$ cat src/rtl/sp3dh_pkg.sv
// Shared types and constants for the 3-D voxel histogram accumulator.
// Used by sp3dh_axis, sp3dh_store and spatial_3d_histogram_accumulator.
`default_nettype none

package sp3dh_pkg;

  // Flattened voxel index width and the deepest store it can address
  localparam int IDX_W       = 15;
  localparam int STORE_DEPTH = 32768;

  // Configuration register indexes
  localparam int CFG_IDX_W = 3;
  localparam logic [CFG_IDX_W-1:0] CFG_LOW_X   = 3'd0;
  localparam logic [CFG_IDX_W-1:0] CFG_LOW_Y   = 3'd1;
  localparam logic [CFG_IDX_W-1:0] CFG_LOW_Z   = 3'd2;
  localparam logic [CFG_IDX_W-1:0] CFG_SCALE_X = 3'd3;
  localparam logic [CFG_IDX_W-1:0] CFG_SCALE_Y = 3'd4;
  localparam logic [CFG_IDX_W-1:0] CFG_SCALE_Z = 3'd5;

  localparam logic [31:0] SCALE_ONE = 32'h0001_0000;

  // One store entry: energy and hit totals of one voxel
  typedef struct packed {
    logic [47:0] energy;
    logic [31:0] hits;
  } voxel_t;

  // Step enables for the per-axis bin units
  typedef struct packed {
    logic diff_en;
    logic mag_en;
    logic mul_en;
  } axis_ctl_t;

  typedef enum logic [2:0] {
    ST_IDLE,
    ST_MAG,
    ST_MUL,
    ST_INDEX,
    ST_LOOKUP,
    ST_UPDATE
  } state_t;

endpackage

`default_nettype wire

$ cat src/rtl/sp3dh_axis.sv
// Bin unit for one axis: difference, magnitude, Q32.32 product, floor and range test.
// Depends on sp3dh_pkg (axis_ctl_t).
`default_nettype none

module sp3dh_axis #(
  parameter int NBINS = 32
) (
  input  wire logic                  clk,
  input  wire sp3dh_pkg::axis_ctl_t  ctl,
  input  wire logic signed [31:0]    pos,
  input  wire logic signed [31:0]    low,
  input  wire logic [31:0]           scale,
  output logic [((NBINS > 1) ? $clog2(NBINS) : 1)-1:0] bin,
  output logic                       ok
);
  import sp3dh_pkg::*;

  localparam int BIN_W = (NBINS > 1) ? $clog2(NBINS) : 1;

  logic [32:0] diff;
  logic [32:0] diff_neg;
  logic        neg;
  logic [31:0] mag;
  logic [63:0] prod;
  logic [31:0] prod_hi;

  assign diff_neg = ~diff + 33'd1;
  assign prod     = 64'(mag) * 64'(scale);

  always_ff @(posedge clk) begin
    if (ctl.diff_en) begin
      diff <= {pos[31], pos} - {low[31], low};
    end
    // |diff| stays below 2^32, so 32 bits hold the magnitude
    if (ctl.mag_en) begin
      neg <= diff[32];
      mag <= diff[32] ? diff_neg[31:0] : diff[31:0];
    end
    if (ctl.mul_en) begin
      prod_hi <= prod[63:32];
    end
  end

  // Negative side lands in bin 0 only when the product vanishes (zero scale)
  always_comb begin
    if (neg) begin
      ok  = (scale == 32'd0);
      bin = '0;
    end else begin
      ok  = (prod_hi < 32'(NBINS));
      bin = prod_hi[BIN_W-1:0];
    end
  end

endmodule

`default_nettype wire

$ cat config.mk
export PLATFORM = sky130hd
export DESIGN_NAME = sp3dh_axis
export DESIGN_NICKNAME = d
export VERILOG_FILES = /design/src/rtl/sp3dh_pkg.sv /design/src/rtl/sp3dh_axis.sv
export SDC_FILE = /design/constraint.sdc
export NUM_CORES = 2
export LEC_CHECK = 0
export BUFFER_PORTS_ARGS = -buffer_cell sky130_fd_sc_hd__buf_2
export CORE_AREA = 2 2 245 247
export CTS_CLUSTER_DIAMETER = 80
export DETAILED_ROUTE_END_ITERATION = 7
export DIE_AREA = 0 0 247 249
export PLACE_DENSITY = 0.82
export RECOVER_POWER = 25
export REMOVE_ABC_BUFFERS = 1
export SLEW_MARGIN = 20
export SYNTH_ARGS = -nofsm -noshare
export SYNTH_HDL_FRONTEND = slang
export SYNTH_SLANG_ARGS = --single-unit
export TNS_END_PERCENT = 10
$ cat constraint.sdc
create_clock -name clk -period 12.1 [get_ports clk]
set_clock_uncertainty 0.15 [all_clocks]
set_input_delay 0 -clock clk [delete_from_list [all_inputs] [get_ports clk]]
set_output_delay 0 -clock clk [all_outputs]
set_load 0.05 [all_outputs]
# After elaboration in Yosys (flattened, before gate mapping)

Cells that the tools add are included.

Flip-flop bits (word level): 98
Bits of input ports: 100
Word-level logic and storage cells: 13

Add/sub/neg operators: 2
Multipliers: 1
Magnitude comparators: 1
Multiplexer cells: 3
Bitwise logic cells: 1
Reduce and logical (&&, ||, !) cells: 1

Operators by type and width:

| kind                  | count |
|---|---|
| $mul 32x32->64        | 1 |
| $sub 32x32->33        | 1 |
| $add 32x1->32 const B | 1 |
| $logic_not 32->1      | 1 |
| $lt 32x6->1 const B   | 1 |
| $mux 32               | 1 |
| $not 32->32           | 1 |
| $mux 5                | 1 |
| $mux 1                | 1 |

# Depth between registers and ports, before layout

Depth after elaboration: 3
Mapped depth: 29

# Least setup slack after synthesis

OpenSTA, ideal clock, no wires.

Kind: register to register
From: register mag[16]
To: register prod_hi[31] (data pin)
Library setup time: 262 ps
Arrival: 7034 ps
Setup slack: 4654 ps
Cell stages (with the launch flop): 28
Path buffers: 1
Period minus slack after synthesis: 7446 ps
Cells stage by stage: edfxtp_1 clkbuf_1 and2_1 fa_1 inv_1 fa_1 fa_1 fa_1 inv_1 fa_1 inv_1 fa_1 inv_1 fa_1 inv_1 fa_1 inv_1 ha_1 a21oi_1 o21ai_1 a211oi_2 o211ai_1 o2111ai_1 nand2_2 a221oi_2 o311ai_2 a221oi_2 xnor2_1

Longest elaborated chain between the ends: 1

Ends and longest elaborated chain:

| what                   | RTL line         | text |
|---|---|---|
| start, declared        | sp3dh_axis.sv:23 | `logic [31:0] mag;` |
| start signal, assigned | sp3dh_axis.sv:37 | `mag <= diff[32] ? diff_neg[31:0] : diff[31:0];` |
| $mul 32x32->64         | sp3dh_axis.sv:28 | `assign prod = 64'(mag) * 64'(scale);` |
| named net prod[63]     | sp3dh_axis.sv:24 | `logic [63:0] prod;` |
| end signal, assigned   | sp3dh_axis.sv:40 | `prod_hi <= prod[63:32];` |
| end, declared          | sp3dh_axis.sv:25 | `logic [31:0] prod_hi;` |

The timed path passes the listed nets, and every way through them passes these cells.
A chain may end at the register's enable or synchronous reset.

# Final worst setup path

From: register mag[13]
To: register prod_hi[31] (data pin)

Same word-level chain as after synthesis.

==> impl_results.md <==
- Via count: 27600
- Fraction of layout instances using a drive strength above 1: 4.27%
- Vias in the first global route: 30200
- Gpl congestion: 0.931
- Routed vias/inst: 5.75
- CTS tree: built
- Drt total wl: 93800 µm
- CP max stage cell: edfxtp_1
- I/O Buffers: 105
- Synth unique cells: 64
- Area contributors post-synth: fa_1, ha_1, and2_1
- Antenna violations before repair: 3
- WP data required: 12.05 ns
- Crit path top cell by count: fa_1
- Crit end category: flop
- Die ar.: 0.0615 mm²
- RSZ-0062 raised after global routing: false
- Largest net degree at the start of global routing: 34
- Postcts setup bufs: 0
- Most common cell after layout, fill and taps aside: inv_1
- CTS root buf: clkbuf_16
- Post-synth top area share: 47.2%
- Final setup viols: 0
- Crit path kind: flop to flop
- Crit path DAT: 8.63 ns
- Reg2reg start: mag[13]
- Main synth FF type: edfxtp_1
- Sequential area share after synthesis: 7.74%
- Post-route ant nets: 0
- PostCTS Resize Cnt: 0
- Clock latency on the worst-skew pair: 0.37 ns
- Nets: 5310
- First-pass GRT wire length: 157000 µm
- DRT iter0 DRCs: 2221
- Final setup TNS: 0 ns
- Syn Area/Cell: 9.37 µm²
- Final min period: 8.68 ns
- Largest area contributor in the netlist: fa_1
- CP max stage delay: 0.70 ns
- HP Start: low[5]
- Max_cap viols: 2
- IO Pins: 106
- CP startpoint: mag[13]
- Final hold violations: 0
- Fin crit share: 71.7%
- Die X: 247 µm
- Peak Freq: 115 MHz
- Warnings, synthesis: 0
- # H-tree levels: 3
- Area Growth Syn to Fin: 3.86%
- DP HPWL: 72200 µm
- Least-Margin Pin Slew: 1.95 ns
- Worst rel slew slack: -30.2%
- Worst-path clk slew: 0.07 ns
- Initial DRT Pass Iterations: 6
- Core area: 0.0587 mm²
- Violated checks: max-capacitance violations, max-slew violations
- Synthesized netlist cell count: 4059
- Mapped Area: 0.0380 mm²
- Sink Count: 98
- Gr ovfl total: 0
- CTS Buf Count: 9
- Hold Crit Class: primary input to flop
- Standard-cell row count: 89
- Post-synth EDFFs: 98
- Most frequent cells in the layout: inv_1, fa_1, and2_1
- Die H: 249 µm
- Flops & latches, synth: 98
- Drt wl/cell: 19.6 µm
- DRC Markers: 0
- Post-synth ARST share: 0%
- Total GRT Usage: 32.7%
- Startpoint Class: flop
- Hold buffer count at cts: 14
- Pins Over Slew Limit: 67
- Starting Density: 64.8%
- Crit-path max FO: 19
- Clk buf depth: 2
- Status: finished, violations left
==> sequential cells by signal, indices dropped and copies added, names as in the netlist <==
register / count
neg: 1
diff: 33
prod_hi: 32
mag: 32
==> area by class of cell <==
cell class,instances,area [µm²]
Tap cell,773,967
Multi-Input combinational cell,2815,30800
Inverter,946,3550
Fill cell,4482,19200
Sequential cell,98,2940
Clock buffer,9,225
Timing Repair Buffer,151,923
Antenna cell,1,2.50
Clock inverter,7,100
==> critical path: cells and delay by family, from the launching register on <==
kind,cells,cell delay (ns)
DFF,1,0.70
buffers and inverters,7,0.61
xor gates and xnor gates,1,0.11
adders and majority gates,9,4.31
AOI/OAI and AO/OA,8,2.14
and+or+nand+nor,2,0.38
==> logic make-up after synthesis <==
logic type,count (synthesis),share of synthesized area (%)
simple gates,1247,17.0
fa+ha+maj,1189,56.8
buf+inv,1146,11.3
compound gates,290,5.13
flops,98,7.74
xor+xnor,88,2.03
mux,1,0.0263
==> worst paths after layout <==
path / end / slack, ns / depth (start not counted)
hold reg to reg: mag[0] / 0.41 / 0
hold / removal: diff[5] / 0.01 / 5
setup reg to reg: prod_hi[31] / 3.42 / 27
setup / recovery: prod_hi[31] / 3.42 / 27
==> cell usage after synthesis, types with 10 or more instances <==
| cell | count |
|---|---|
| inv_1 | 946 |
| fa_1 | 896 |
| and2_1 | 581 |
| nand2_1 | 505 |
| ha_1 | 293 |
| clkbuf_1 | 198 |
| edfxtp_1 | 98 |
| a21oi_1 | 88 |
| xnor2_1 | 70 |
| a21o_1 | 48 |
| nor2_1 | 40 |
| o21ai_0 | 39 |
| nand3_1 | 21 |
| o21bai_1 | 20 |
| nor2b_1 | 19 |
| xor2_1 | 18 |
| nor4_1 | 17 |
| nand4_1 | 16 |
| o21ai_1 | 14 |
| nor3_1 | 12 |
| a31oi_1 | 11 |
| o31ai_1 | 11 |
| and3_1 | 10 |
==> through the flow <==
stage | std cells | utilization [%] | area [µm²] | hold slack [ns] | setup slack, ns
3_5_place_dp | 4769 | 66.5 | 39000 | 0.254 | 3.52
3_3_place_gp | 4768 | 66.5 | 39000 | 0.247 | 3.26
4_1_cts | 4799 | 67.3 | 39500 | 0.000125 | 3.44
6_report | 4800 | 67.3 | 39500 | 0.0130 | 3.42
2_1_floorplan | 3859 | - | 37300 | -0.0375 | 4.52
5_1_grt | 4800 | 67.3 | 39500 | 0.0310 | 3.04
==> metal layers <==
metal	track usage, %	part of all wire [%]
met1	44.8	38
met2	51.9	46
met3	7.23	11
met4	11.0	3.7
met5	0	0.014
Power is left out: the tool's default activity adds up to more than one toggle a clock period on the data nets, which glitch-free logic cannot reach.
